<file path="src/rtl/hamr_pkg.sv">
// Shared types, constants and tables for the heading arrow matrix renderer.
package hamr_pkg;

	// Angles are in tenths of a degree.
	localparam logic [11:0] ANGLE_FULL = 12'd3600;
	localparam logic signed [12:0] REL_HALF = 13'sd1800;
	localparam logic signed [12:0] REL_FULL = 13'sd3600;

	// Sector edges, counter-clockwise side inclusive.
	localparam logic signed [12:0] EDGE_NEAR = 13'sd225;
	localparam logic signed [12:0] EDGE_MID = 13'sd675;
	localparam logic signed [12:0] EDGE_WIDE = 13'sd1125;
	localparam logic signed [12:0] EDGE_FAR = 13'sd1575;

	// Configuration register indexes.
	typedef enum logic [1:0] {
		REG_TARGET_BEARING = 2'd0,
		REG_COLOUR_THEME   = 2'd1,
		REG_BRIGHTNESS     = 2'd2
	} cfg_reg_t;

	// Colour themes.
	typedef enum logic [1:0] {
		THEME_GREEN = 2'd0,
		THEME_WHITE = 2'd1,
		THEME_GREY  = 2'd2,
		THEME_RED   = 2'd3
	} theme_t;

	// Arrow and background colours in RGB565.
	typedef struct packed {
		logic [15:0] fg;
		logic [15:0] bg;
	} colour_pair_t;

	// Arrow sprites: bit x of row y is set where the pixel belongs to the arrow.
	localparam logic [7:0] SPRITE_ROWS [8][8] = '{
		'{8'h00, 8'h08, 8'h1C, 8'h2A, 8'h08, 8'h00, 8'h00, 8'h00},
		'{8'h00, 8'h10, 8'h28, 8'h50, 8'h20, 8'h00, 8'h00, 8'h00},
		'{8'h00, 8'h00, 8'h30, 8'h70, 8'h30, 8'h00, 8'h00, 8'h00},
		'{8'h00, 8'h00, 8'h00, 8'h20, 8'h18, 8'h30, 8'h40, 8'h00},
		'{8'h00, 8'h00, 8'h00, 8'h08, 8'h1C, 8'h2A, 8'h08, 8'h00},
		'{8'h00, 8'h00, 8'h00, 8'h06, 8'h0C, 8'h02, 8'h01, 8'h00},
		'{8'h00, 8'h00, 8'h06, 8'h0E, 8'h06, 8'h00, 8'h00, 8'h00},
		'{8'h01, 8'h02, 8'h0C, 8'h06, 8'h00, 8'h00, 8'h00, 8'h00}
	};

	// Bring an angle of 3600 or more back into one turn.
	function automatic logic [11:0] reduce_angle(input logic [11:0] a);
		return (a >= ANGLE_FULL) ? (a - ANGLE_FULL) : a;
	endfunction

	// Pack 5/6/5 components into one RGB565 word.
	function automatic logic [15:0] pack565(input logic [4:0] r, input logic [5:0] g,
		input logic [4:0] b);
		return {r, g, b};
	endfunction

endpackage

</file>
<file path="src/rtl/hamr_sector.sv">
// Relative angle and direction sector from target bearing and heading.
module hamr_sector (
	input  logic [11:0] target_bearing,
	input  logic [11:0] heading_tenths,
	output logic [2:0]  arrow_sector
);
	import hamr_pkg::*;

	logic [11:0]        tgt_red;
	logic [11:0]        hdg_red;
	logic signed [12:0] rel_raw;
	logic signed [12:0] rel;

	// Difference of the reduced angles, wrapped into (-1800, 1800].
	always_comb begin
		tgt_red = reduce_angle(target_bearing);
		hdg_red = reduce_angle(heading_tenths);
		rel_raw = $signed({1'b0, tgt_red}) - $signed({1'b0, hdg_red});
		if (rel_raw > REL_HALF) begin
			rel = rel_raw - REL_FULL;
		end else if (rel_raw <= -REL_HALF) begin
			rel = rel_raw + REL_FULL;
		end else begin
			rel = rel_raw;
		end
	end

	// Eight 45-degree sectors; an angle on an edge goes counter-clockwise.
	always_comb begin
		if (rel > -EDGE_NEAR && rel <= EDGE_NEAR) begin
			arrow_sector = 3'd0;
		end else if (rel > EDGE_NEAR && rel <= EDGE_MID) begin
			arrow_sector = 3'd1;
		end else if (rel > EDGE_MID && rel <= EDGE_WIDE) begin
			arrow_sector = 3'd2;
		end else if (rel > EDGE_WIDE && rel <= EDGE_FAR) begin
			arrow_sector = 3'd3;
		end else if (rel > EDGE_FAR || rel <= -EDGE_FAR) begin
			arrow_sector = 3'd4;
		end else if (rel <= -EDGE_WIDE) begin
			arrow_sector = 3'd5;
		end else if (rel <= -EDGE_MID) begin
			arrow_sector = 3'd6;
		end else begin
			arrow_sector = 3'd7;
		end
	end

endmodule

</file>
<file path="src/rtl/hamr_palette.sv">
// Theme colours scaled by the brightness level.
module hamr_palette #(
	parameter int LEVEL_MAX = 10
) (
	input  hamr_pkg::theme_t       theme,
	input  logic [3:0]             brightness,
	output hamr_pkg::colour_pair_t colours
);
	import hamr_pkg::*;

	localparam int LEVELS = 16;

	// Scaled values of the few base components, one entry per brightness code.
	logic [4:0] s31 [LEVELS];
	logic [5:0] s63 [LEVELS];
	logic [4:0] s24 [LEVELS];
	logic [5:0] s48 [LEVELS];

	for (genvar gl = 0; gl < LEVELS; gl++) begin : g_level
		localparam int Lv = (gl > LEVEL_MAX) ? LEVEL_MAX : gl;
		localparam int V31 = (31 * Lv) / LEVEL_MAX;
		localparam int V63 = (63 * Lv) / LEVEL_MAX;
		localparam int V24 = (24 * Lv) / LEVEL_MAX;
		localparam int V48 = (48 * Lv) / LEVEL_MAX;
		assign s31[gl] = 5'(V31);
		assign s63[gl] = 6'(V63);
		assign s24[gl] = 5'(V24);
		assign s48[gl] = 6'(V48);
	end

	// Arrow and background colour for the selected theme.
	always_comb begin
		case (theme)
			THEME_GREEN: begin
				colours.fg = pack565(5'd0, s63[brightness], 5'd0);
				colours.bg = '0;
			end
			THEME_WHITE: begin
				colours.fg = pack565(s31[brightness], s63[brightness], s31[brightness]);
				colours.bg = '0;
			end
			THEME_GREY: begin
				colours.fg = '0;
				colours.bg = pack565(s24[brightness], s48[brightness], s24[brightness]);
			end
			THEME_RED: begin
				colours.fg = pack565(s31[brightness], 6'd0, 5'd0);
				colours.bg = '0;
			end
			default: begin
				colours.fg = '0;
				colours.bg = '0;
			end
		endcase
	end

endmodule

</file>
<file path="src/rtl/heading_arrow_matrix_render.sv">
// Top level of the heading arrow matrix renderer.
//
// Each input word on the s_axis channel carries a compass heading in tenths of a
// degree. The block turns it into one 8x8 RGB565 frame of 64 pixel words on the
// m_axis channel, rows outer and columns inner, with tlast on the 64th word. The
// arrow points from the heading toward the target bearing set on the cfg port.
// The cfg port is always ready; the user must write it only while no frame is in
// flight, as the block does not enforce this. A heading goes into the frame
// register and each pixel word then through the output register, one pixel word
// per cycle while the receiver keeps tready high. The next heading is taken in
// the cycle the last pixel of the current frame enters the output register, so
// back-to-back frames leave no gap. When the receiver holds tready low, the
// output register and the pixel counter hold, and s_axis_tready stays low until
// the last pixel of the frame enters the output register.
// Reset clears the frame and output valid flags and loads the register defaults:
// bearing 0, white theme, brightness 10.
module heading_arrow_matrix_render #(
	parameter int LEVEL_MAX = 10
) (
	input  logic        clk,
	input  logic        arst_n,
	// Heading words.
	input  logic        s_axis_tvalid,
	output logic        s_axis_tready,
	input  logic [15:0] s_axis_tdata,   // [11:0] heading_tenths
	// Pixel words.
	output logic        m_axis_tvalid,
	input  logic        m_axis_tready,
	output logic [31:0] m_axis_tdata,   // [2:0] pixel_x, [5:3] pixel_y,
	                                    // [21:6] pixel_colour, [24:22] arrow_sector
	output logic        m_axis_tlast,   // last_pixel
	// Configuration writes.
	input  logic        cfg_valid,
	output logic        cfg_ready,
	input  logic [1:0]  cfg_index,
	input  logic [11:0] cfg_data
);
	import hamr_pkg::*;

	localparam logic [5:0] PIX_LAST = 6'd63;

	logic [11:0]  target_q;
	theme_t       theme_q;
	logic [3:0]   bright_q;

	logic [2:0]   sector_new;
	colour_pair_t colours_new;

	logic         frm_valid_s1;
	logic [2:0]   sector_s1;
	colour_pair_t colours_s1;
	logic [5:0]   pix_cnt_q;

	logic         out_valid_q;
	logic [31:0]  out_data_q;
	logic         out_last_q;

	logic         in_accept;
	logic         out_load;
	logic         frm_done;
	logic         pix_on;

	assign cfg_ready = 1'b1;

	// Configuration registers.
	always_ff @(posedge clk or negedge arst_n) begin
		if (!arst_n) begin
			target_q <= 12'd0;
			theme_q  <= THEME_WHITE;
			bright_q <= 4'd10;
		end else if (cfg_valid && cfg_ready) begin
			case (cfg_reg_t'(cfg_index))
				REG_TARGET_BEARING: target_q <= cfg_data;
				REG_COLOUR_THEME:   theme_q  <= theme_t'(cfg_data[1:0]);
				REG_BRIGHTNESS:     bright_q <= cfg_data[3:0];
				default:            ;
			endcase
		end
	end

	hamr_sector u_sector (
		.target_bearing (target_q),
		.heading_tenths (s_axis_tdata[11:0]),
		.arrow_sector   (sector_new)
	);

	hamr_palette #(
		.LEVEL_MAX (LEVEL_MAX)
	) u_palette (
		.theme      (theme_q),
		.brightness (bright_q),
		.colours    (colours_new)
	);

	// Handshake: a pixel moves into the output register when it is empty or taken.
	assign out_load      = frm_valid_s1 && (!out_valid_q || m_axis_tready);
	assign frm_done      = out_load && (pix_cnt_q == PIX_LAST);
	assign s_axis_tready = !frm_valid_s1 || frm_done;
	assign in_accept     = s_axis_tvalid && s_axis_tready;

	// Frame register: sector, colours and the pixel counter.
	always_ff @(posedge clk or negedge arst_n) begin
		if (!arst_n) begin
			frm_valid_s1 <= 1'b0;
			pix_cnt_q    <= 6'd0;
		end else begin
			if (in_accept) begin
				frm_valid_s1 <= 1'b1;
				pix_cnt_q    <= 6'd0;
			end else if (out_load) begin
				frm_valid_s1 <= !frm_done;
				pix_cnt_q    <= pix_cnt_q + 6'd1;
			end
		end
	end

	always_ff @(posedge clk) begin
		if (in_accept) begin
			sector_s1  <= sector_new;
			colours_s1 <= colours_new;
		end
	end

	// Sprite lookup for the current pixel.
	assign pix_on = SPRITE_ROWS[sector_s1][pix_cnt_q[5:3]][pix_cnt_q[2:0]];

	// Output register.
	always_ff @(posedge clk or negedge arst_n) begin
		if (!arst_n) begin
			out_valid_q <= 1'b0;
		end else if (out_load) begin
			out_valid_q <= 1'b1;
		end else if (m_axis_tready) begin
			out_valid_q <= 1'b0;
		end
	end

	always_ff @(posedge clk) begin
		if (out_load) begin
			out_data_q <= {7'd0, sector_s1, pix_on ? colours_s1.fg : colours_s1.bg,
				pix_cnt_q[5:3], pix_cnt_q[2:0]};
			out_last_q <= (pix_cnt_q == PIX_LAST);
		end
	end

	assign m_axis_tvalid = out_valid_q;
	assign m_axis_tdata  = out_data_q;
	assign m_axis_tlast  = out_last_q;

	// A new heading starts a fresh frame at its first pixel.
	a_frame_start: assert property (@(posedge clk) disable iff (!arst_n)
		in_accept |=> frm_valid_s1 && pix_cnt_q == 6'd0)
		else $error("frame did not start at pixel zero");

	// A frame is never dropped before its last pixel has been sent.
	a_frame_kept: assert property (@(posedge clk) disable iff (!arst_n)
		out_load && pix_cnt_q != PIX_LAST |=> frm_valid_s1)
		else $error("frame ended early");

	// The last word of a frame is the bottom right pixel.
	a_last_corner: assert property (@(posedge clk) disable iff (!arst_n)
		out_valid_q && out_last_q |-> out_data_q[5:0] == 6'h3F)
		else $error("tlast not on the last pixel");

endmodule

</file>
<file path="config.mk">
export PLATFORM = sky130hd
export DESIGN_NAME = heading_arrow_matrix_render
export DESIGN_NICKNAME = d
export VERILOG_FILES = /design/src/rtl/hamr_pkg.sv /design/src/rtl/hamr_sector.sv /design/src/rtl/hamr_palette.sv /design/src/rtl/heading_arrow_matrix_render.sv
export SDC_FILE = /design/constraint.sdc
export NUM_CORES = 1
export LEC_CHECK = 0
export BUFFER_PORTS_ARGS = -buffer_cell sky130_fd_sc_hd__buf_2
export CAP_MARGIN = 15
export CORE_MARGIN = 4
export CORE_UTILIZATION = 35
export DETAILED_ROUTE_END_ITERATION = 10
export SKIP_LAST_GASP = 1
export SLEW_MARGIN = 20
export SYNTH_ARGS = -nofsm -noshare
export SYNTH_HDL_FRONTEND = slang
export SYNTH_SLANG_ARGS = --single-unit
</file>
<file path="constraint.sdc">
create_clock -name clk -period 7.9 [get_ports clk]
set_input_delay 1.58 -clock clk [delete_from_list [all_inputs] [get_ports clk]]
set_output_delay 1.58 -clock clk [all_outputs]
set_load 0.02 [all_outputs]
</file>
==> impl_results.md, run 1 <==
- Worst Path Arrival: 6.71 ns
- Unrepaired setup endpoints after global routing: false
- Mean post-synth cell area: 9.59 um^2
- Leakage power: 2.51 nW
- Post-synthesis instance total: 585
- Grt total ovfl: 0
- Clock buffer depth: 2
- Synth area leader: edfxtp_1
- Wire length of the first global-routing pass: 20100 um
- Netlist cell types: 77
- Kind of end point of the critical path: flop
- Slew Viols, Final: 0
- Initial antenna violation count: 0
- Relative slew margins: 0.257
- Seq/Total Area, Yosys: 0.390
- Setup crit start kind: primary input
- Most frequent cells in the layout: buf_2, nor2_1, edfxtp_1
- Top_reg_cell synth: edfxtp_1
- WL/cell: 14.1 um
- Via count: 4460
- IO Pins: 71
- Hold_buf cts: 0
- Worst hold path class: flop to flop
- Power share of the clock group: 0.178
- WHS: 0.470 ns
- Synthesized flop and latch total: 77
- Vias per inst: 5.26
- VDD IR-drop max: 0.137 mV
- Root buffer cell: clkbuf_16
- Total negative slack: 0 ns
- Crit path max fanout: 13
- NumNets Final: 698
- Post CTS Setup Buffer Count: 0
- Comb pwr share: 0.533
- Finished Cell Area: 0.00632 mm^2
- Clk_skew: 0.00777 ns
- Clock Sinks: 77
- Die Ht: 135 um
- TritonRoute pass-1 iters: 4
- Diode count: 0
- RePlAce Congestion: 0.904
- Placed inst area: 0.00605 mm^2
- Asr flop ratio synth: 0.338
- Core footprint: 0.0158 mm^2
- Post-Route WL: 12000 um
- Power per Cell Area: 338 mW/mm^2
- CTS tree: built
- Final setup viols: 0
- Overall Global Routing Usage: 0.134
- Area grow syn2layout: 12.7%
- Internal: 1.20 mW
- Commonest non-fill, non-tap cell in the layout: buf_2
- Tightest Pin Transition: 1.11 ns
- Status: completed
- Synth top area share: 0.273
- Reg clk slew, reported paths: 0.06 ns
- FP Rows: 46
- Critical path class: primary input to flop
- Initial core utilization: 0.356
- DRC violations left: 0
- Final Core Density: 0.401
- Req. time, crit path: 7.99 ns
- Psw: 0.939 mW
- Post_cts resized: 0
- Seq pwr share: 0.290
- Ys Warns: 0
- Max frequency: 151 MHz
- Max-Cap Viols: 0
- Port buffer count: 58
- Clock H-tree levels: 3
- DIE WIDTH: 135 um
- Largest net degree at the start of global routing: 33
- Post-Syn Area: 0.00561 mm^2
- Min cycle time layout: 6.62 ns
- Clk_lat worst skew: 0.34 ns
- Detailed Route Iter0 Violations: 219
- Vias in the first global route: 4301
- Post-DRT Antenna Nets: 0
- TritonCTS Buffers: 9
- Layout cells sized above 1: 0.201
- Final hold violations: 0
- DP Wirelength: 9150 um
- EDFF count, synth: 51
- Tcrit/Tclk final: 0.838
- Die Area: 0.0181 mm^2
- Synth top area cells: edfxtp_1, dfrtp_1, ha_1, mux2_2, nor2_1
- Switching share of total power: 0.439
Yosys cell counts, types with 8 or more instances:
cell	number
edfxtp_1	51
nor3_1	15
nand2b_1	8
nand2_1	46
and2_1	11
buf_4	8
mux2_2	32
a21o_1	8
nor2_1	56
o21ai_0	27
nor2b_1	9
clkbuf_1	20
ha_1	34
a211oi_1	9
xnor2_1	14
a21oi_1	38
xor2_1	11
dfrtp_1	23
inv_1	25
cells by family (layout without fill, tap and decap cells):
family	count (synthesis)	after routing	synth area share
AOI/OAI and AO/OA	153	153	0.193
xor gates and xnor gates	26	26	0.0419
adders and majority gates	35	35	0.0794
buffers and inverters	60	101	0.0466
DFF	77	77	0.390
muxes	39	39	0.0768
other	2	8	0.00134
and+or+nand+nor	193	193	0.171
sequential cells by signal, summed over array words and instances, names as in the netlist:
| name | flops |
|---|---|
| bright_q | 4 |
| colours_s1 | 22 |
| frm_valid_s1 | 1 |
| m_axis_tdata | 25 |
| m_axis_tlast | 1 |
| m_axis_tvalid | 1 |
| pix_cnt_q | 6 |
| sector_s1 | 3 |
| target_q | 12 |
| theme_q | 2 |
area by class of cell:
type,instances,area [um^2]
clock buffer,9,225
inverter,25,93.8
sequential,77,2190
fill,1562,9450
multi-input combinational,454,3190
tap,216,270
clock inverter,6,46.3
timing repair buffer,61,313
final timing paths:
kind	startpoint	to	slack [ns]	depth (start not counted)
worst max register to register	target_q[5]	sector_s1[0]	2.06	22
worst min-delay path	frm_valid_s1	m_axis_tvalid	0.47	1
worst max-delay path	s_axis_tdata[4]	sector_s1[0]	1.28	21
min in group asynchronous	arst_n	target_q[7]	1.28	1
worst min register to register	frm_valid_s1	m_axis_tvalid	0.47	1
max in group asynchronous	arst_n	pix_cnt_q[1]	6.19	1
routing by layer:
layer / vias up / global-route usage / wire length, um
met5: - / 0 / 0
met4: 0 / 0.0475 / 192
met3: 13 / 0.0246 / 516
met2: 107 / 0.223 / 5620
met1: 2112 / 0.176 / 5650
li1: 2228 / - / -
power by group through the flow:
stage | clock (mW) | sequential [mW] | combinational [mW]
after CTS | 0.393 | 0.618 | 1.13
after global placement | 0 | 0.623 | 1.10
final | 0.380 | 0.619 | 1.14
after global routing | 0.407 | 0.634 | 1.26
after detailed placement | 0 | 0.627 | 1.12
after floorplan | 0 | 0.609 | 0.909
stage by stage:
step / power [mW] / setup WS (ns) / std cells
after floorplan: 1.52 / 1.75 / 591
after global placement: 1.72 / 1.14 / 833
after detailed placement: 1.75 / 1.06 / 833
after CTS: 2.14 / 1.38 / 848
after global routing: 2.30 / 0.898 / 848
final: 2.14 / 1.28 / 848
worst max-delay path, cell delays in order:
cell and delay [ns]:
buf_2 0.11, inv_1 0.08, ha_1 0.23, and2_1 0.15, o21ai_0 0.08, nand4_1 0.29, nor4_1 0.38, xnor2_1 0.12
ha_1 0.38, a21o_1 0.22, o211a_1 0.21, o21ai_0 0.13, a31oi_1 0.81, nand2_1 0.14, o311ai_2 0.31, a21oi_1 0.07
a311o_2 0.45, or4_1 0.53, a31oi_1 0.17, o2bb2ai_1 0.10, and3b_1 0.17
(Power assumes the default switching activity.)
==> run 2: changes to the inputs <==
Clock period 7.9 ns to 6.05 ns, I/O delays scaled along.
==> impl_results.md, run 2 (same netlist as run 1, synthesis figures left out) <==
- Min-delay src: frm_valid_s1
- FF-to-FF setup slack: 0.65 ns
- DP Wirelength: 9610 um
- Grt total ovfl: 0
- IO Pins: 71
- DRC violations left: 0
- Final Core Density: 0.430
- Hold EP: m_axis_tvalid
- Initial antenna violation count: 0
- Layout cells sized above 1: 0.269
- Power share of the clock group: 0.182
- Clock H-tree levels: 3
- RR Startpoint: target_q[5]
- RePlAce Congestion: 0.911
- Most frequent cells in the layout: buf_2, nor2_1, edfxtp_1
- Detailed Route Iter0 Violations: 309
- Placed inst area: 0.00636 mm^2
- Finished Cell Area: 0.00678 mm^2
- Pre-CTS WS: -0.113 ns
- Critical path class: primary input to flop
- Largest net degree at the start of global routing: 33
- Vias in the first global route: 4547
- Worst R2R Path Depth: 20
- Met3 Use GR: 0.0335
- Crit path max fanout: 8
- Kind of end point of the critical path: flop
- Overall Global Routing Usage: 0.143
- Post-Route WL: 12900 um
- Die Area: 0.0181 mm^2
- WL/cell: 14.5 um
- Clk_lat worst skew: 0.34 ns
- Worst Path Arrival: 5.87 ns
- DIE WIDTH: 135 um
- Req. time, crit path: 6.18 ns
- Top Usage Layer GRT: met2
- TritonRoute pass-1 iters: 5
- Slew Viols, Final: 0
- Clock buffer depth: 2
- Status: completed
- Final setup viols: 0
- Relative slew margins: 0.550
- Largest register FFs: 25
- Max-Cap Viols: 0
- Tightest Pin Transition: 0.674 ns
- Reg2reg end: sector_s1[0]
- Final hold violations: 0
- Wire length of the first global-routing pass: 21200 um
- TritonCTS Buffers: 9
- Leakage power: 2.75 nW
- CTS tree: built
- NumNets Final: 738
- Root buffer cell: clkbuf_16
- Min cycle time layout: 5.74 ns
- Vias per inst: 5.17
- Power per Cell Area: 472 mW/mm^2
- Via count: 4600
- Internal: 1.88 mW
- Core footprint: 0.0158 mm^2
- Seq pwr share: 0.253
- Port buffer count: 58
- Clock Sinks: 77
- WHS: 0.484 ns
- Tcrit/Tclk final: 0.949
- Worst hold path class: flop to flop
- Setup crit start kind: primary input
- Area grow syn2layout: 20.8%
- Setup WS post-layout: 0.307 ns
- Max frequency: 174 MHz
- Initial core utilization: 0.356
- Commonest non-fill, non-tap cell in the layout: buf_2
- Clk_skew: 0.00719 ns
- Switching share of total power: 0.411
- Hold Crit Depth: 1
- Die Ht: 135 um
- Post-DRT Antenna Nets: 0
- Reg clk slew, reported paths: 0.06 ns
- Diode count: 0
- Grt met2 use: 0.241
- VDD IR-drop max: 0.253 mV
- Psw: 1.32 mW
- Comb pwr share: 0.565
- FP Rows: 46
- Met1 Resource Use GR: 0.177
[run 2: cell count changes in the layout (fill, tap and decap cells not counted), moves of 2 or more]
cell	before	now
or2_1	2	4
or2_0	2	0
inv_6	3	1
o21ai_2	1	3
buf_4	3	42
a22oi_1	2	0
nor4_1	5	3
bufinv_16	0	2
a22oi_2	0	2
o21ai_0	27	25
[run 2: worst max-delay path: stages]
cell and delay, ns:
buf_2 0.10, inv_1 0.10, ha_1 0.16, nand4b_1 0.10
o21ai_0 0.18, nand4_1 0.25, xnor2_1 0.23, ha_1 0.34
o211a_1 0.18, a21bo_2 0.24, a211oi_1 0.38, or2_1 0.34
buf_4 0.20, nand3_1 0.13, o2111ai_1 0.31, a21oi_1 0.13
a41oi_2 0.41, a31oi_1 0.15, a211o_1 0.34, a2111oi_1 0.38
[run 2: power by group through the flow]
| stage | combinational, mW | clock (mW) | sequential, mW |
|---|---|---|---|
| floorplan | 1.19 | 0 | 0.795 |
| global placement | 1.69 | 0 | 0.814 |
| detailed placement | 1.73 | 0 | 0.820 |
| CTS | 1.74 | 0.596 | 0.809 |
| global route | 1.98 | 0.621 | 0.826 |
| finish | 1.80 | 0.583 | 0.808 |
[run 2: worst max-delay path by stage]
stage               startpoint  slack [ns]           end
2_1_floorplan  s_axis_tdata[4]        0.27  sector_s1[0]
3_3_place_gp   s_axis_tdata[5]       -0.02  sector_s1[1]
3_5_place_dp   s_axis_tdata[5]       -0.11  sector_s1[1]
4_1_cts        s_axis_tdata[5]        0.24  sector_s1[1]
5_1_grt        s_axis_tdata[5]      -0.002  sector_s1[0]
6_report       s_axis_tdata[5]        0.31  sector_s1[1]
[run 2: layout make-up]
class / instances / area [um^2]
clock buffers: 11 / 243
clock inverters: 5 / 81.3
fillers: 1544 / 8990
inverters: 25 / 93.8
multi-input cells: 454 / 3280
flip-flops and latches: 77 / 2190
well taps: 216 / 270
repair buffers: 101 / 626
[run 2: per-layer routing]
metal | vias to the layer above | wire length (um)
li1 | 2301 | -
met1 | 2155 | 5660
met2 | 124 | 6280
met3 | 20 | 632
met4 | 0 | 293
met5 | - | 0
[run 2: repair_timing]
item | in CTS | in global routing
setup endpoints to repair | 0 | 3
hold buffers | 0 | 0
setup buffers | 0 | 1
resized for setup | 0 | 20
[run 2: per-stage QoR]
| stage | power, mW | std cells | TNS, ns |
|---|---|---|---|
| 2_1_floorplan | 1.98 | 591 | 0 |
| 3_3_place_gp | 2.50 | 872 | -0.0219 |
| 3_5_place_dp | 2.55 | 872 | -0.201 |
| 4_1_cts | 3.14 | 888 | 0 |
| 5_1_grt | 3.43 | 889 | -0.00194 |
| 6_report | 3.20 | 889 | 0 |
==> run 3: changes to the inputs <==
Settings changed: REMOVE_ABC_BUFFERS from default to 1.
==> impl_results.md, run 3 (same netlist as run 1, synthesis figures left out) <==
- Final Core Density: 0.428
- Leakage power: 2.73 nW
- Max frequency: 172 MHz
- TritonCTS Buffers: 9
- Hold EP: m_axis_tvalid
- Critical path class: primary input to flop
- Die Area: 0.0181 mm^2
- Req. time, crit path: 6.14 ns
- Reg clk slew, reported paths: 0.06 ns
- Largest net degree at the start of global routing: 33
- IO Pins: 71
- Setup crit start kind: primary input
- RR Startpoint: target_q[5]
- Crit path max fanout: 6
- DIE WIDTH: 135 um
- Worst hold path class: flop to flop
- Post-Layout Cell Count: 886
- Grt total ovfl: 0
- FF-to-FF setup slack: 0.49 ns
- DP Wirelength: 9450 um
- Slew Viols, Final: 0
- Core footprint: 0.0158 mm^2
- Port buffer count: 58
- CP Buf/Inv Count: 5
- Reg2reg end: sector_s1[0]
- VDD IR-drop max: 0.222 mV
- Clock H-tree levels: 3
- FP Rows: 46
- Clk_lat worst skew: 0.33 ns
- Total power: 3.14 mW
- Diode count: 0
- Post-DRT Antenna Nets: 0
- Initial antenna violation count: 0
- Largest register FFs: 25
- Max-Cap Viols: 0
- Clk_skew: 0.00400 ns
- Critical path's slowest cell: or4_1
- Initial core utilization: 0.356
- Worst R2R Path Depth: 21
- CTS tree: built
- Die Ht: 135 um
- Hold_buf cts: 0
- Clock buffer depth: 2
- Clock Sinks: 77
- Overall Global Routing Usage: 0.137
- WL/cell: 13.8 um
- Largest delay share family, worst path: simple AND/OR/NAND/NOR gates
- Crit-path cells: buf_2, inv_1, ha_1, nand4b_1, o21ai_0, nand4_1, buf_4, inv_1, nand2_1, xor2_1, ha_1, buf_4, and2_1, o211a_1, o211ai_1, or3b_1, or3_1, o311ai_2, a21oi_1, a311o_2, or4_1, a31oi_1, o2bb2ai_1, and3b_1
- Layout cells sized above 1: 0.264
- Most frequent cells in the layout: buf_2, nor2_1, edfxtp_1
- Via count: 4580
- Slowest stage delay, CP: 0.53 ns
- Final hold violations: 0
- Tightest Pin Transition: 0.978 ns
- Relative slew margins: 0.345
- Root buffer cell: clkbuf_16
- Post-Route WL: 12300 um
- Wire length of the first global-routing pass: 20400 um
- TritonRoute pass-1 iters: 4
- Worst Path Arrival: 5.89 ns
- Tcrit/Tclk final: 0.959
- Fillers: 1515
- Status: completed
- Total negative slack: 0 ns
- Final setup viols: 0
- Commonest non-fill, non-tap cell in the layout: buf_2
- Min cycle time layout: 5.80 ns
- Vias in the first global route: 4335
- Hold Crit Depth: 1
- Vias per inst: 5.17
- Placed inst area: 0.00632 mm^2
- Finished Cell Area: 0.00675 mm^2
- Detailed Route Iter0 Violations: 339
- RePlAce Congestion: 0.917
- Kind of end point of the critical path: flop
- Placed cell count: 869
- NumNets Final: 735
- Min-delay src: frm_valid_s1
- Area grow syn2layout: 20.4%
- Power per Cell Area: 466 mW/mm^2
- DRC violations left: 0
- Unrepaired setup endpoints after global routing: false
[run 3: final cells by class]
cell class,instances,area [um^2],area share
Clock buffer,10,239,0.0354
Tap cell,216,270,0.0400
Clock inverter,6,110,0.0163
Sequential cell,77,2190,0.324
Timing Repair Buffer,98,591,0.0875
Inverter,25,93.8,0.0139
Multi-Input combinational cell,454,3260,0.483
[run 3: what timing repair did]
action | 4_1_cts | 5_1_grt
endpoints found under the hold margin | 0 | 0
resized for setup | 0 | 16
setup buffers | 0 | 1
endpoints found under the setup margin | 0 | 3
[run 3: where the power goes]
group / switching [mW] / internal (mW) / total [mW]
Clock: 0.201 / 0.413 / 0.614
Sequential: 0.117 / 0.688 / 0.805
Combinational: 0.949 / 0.775 / 1.72
[run 3: worst max-delay path by stage]
stage	from	end	depth (start not counted)
2_1_floorplan	s_axis_tdata[4]	sector_s1[0]	22
3_3_place_gp	s_axis_tdata[5]	sector_s1[1]	21
4_1_cts	s_axis_tdata[5]	sector_s1[1]	21
3_5_place_dp	s_axis_tdata[5]	sector_s1[1]	21
5_1_grt	s_axis_tdata[6]	sector_s1[0]	23
6_report	s_axis_tdata[5]	sector_s1[0]	24
[run 3: metal layers]
metal | global-route usage | vias up | routed length [um]
met3 | 0.0317 | 20 | 606
met5 | 0 | - | 0
met1 | 0.177 | 2140 | 5620
met4 | 0.0407 | 0 | 230
met2 | 0.230 | 117 | 5800
li1 | - | 2303 | -
[run 3: stage by stage]
step | hold WS, ns | setup WS (ns)
after global placement | 0.457 | -0.0780
after floorplan | 0.439 | 0.279
final | 0.476 | 0.248
after global routing | 0.504 | 0.00641
after CTS | 0.476 | 0.179
after detailed placement | 0.469 | -0.161
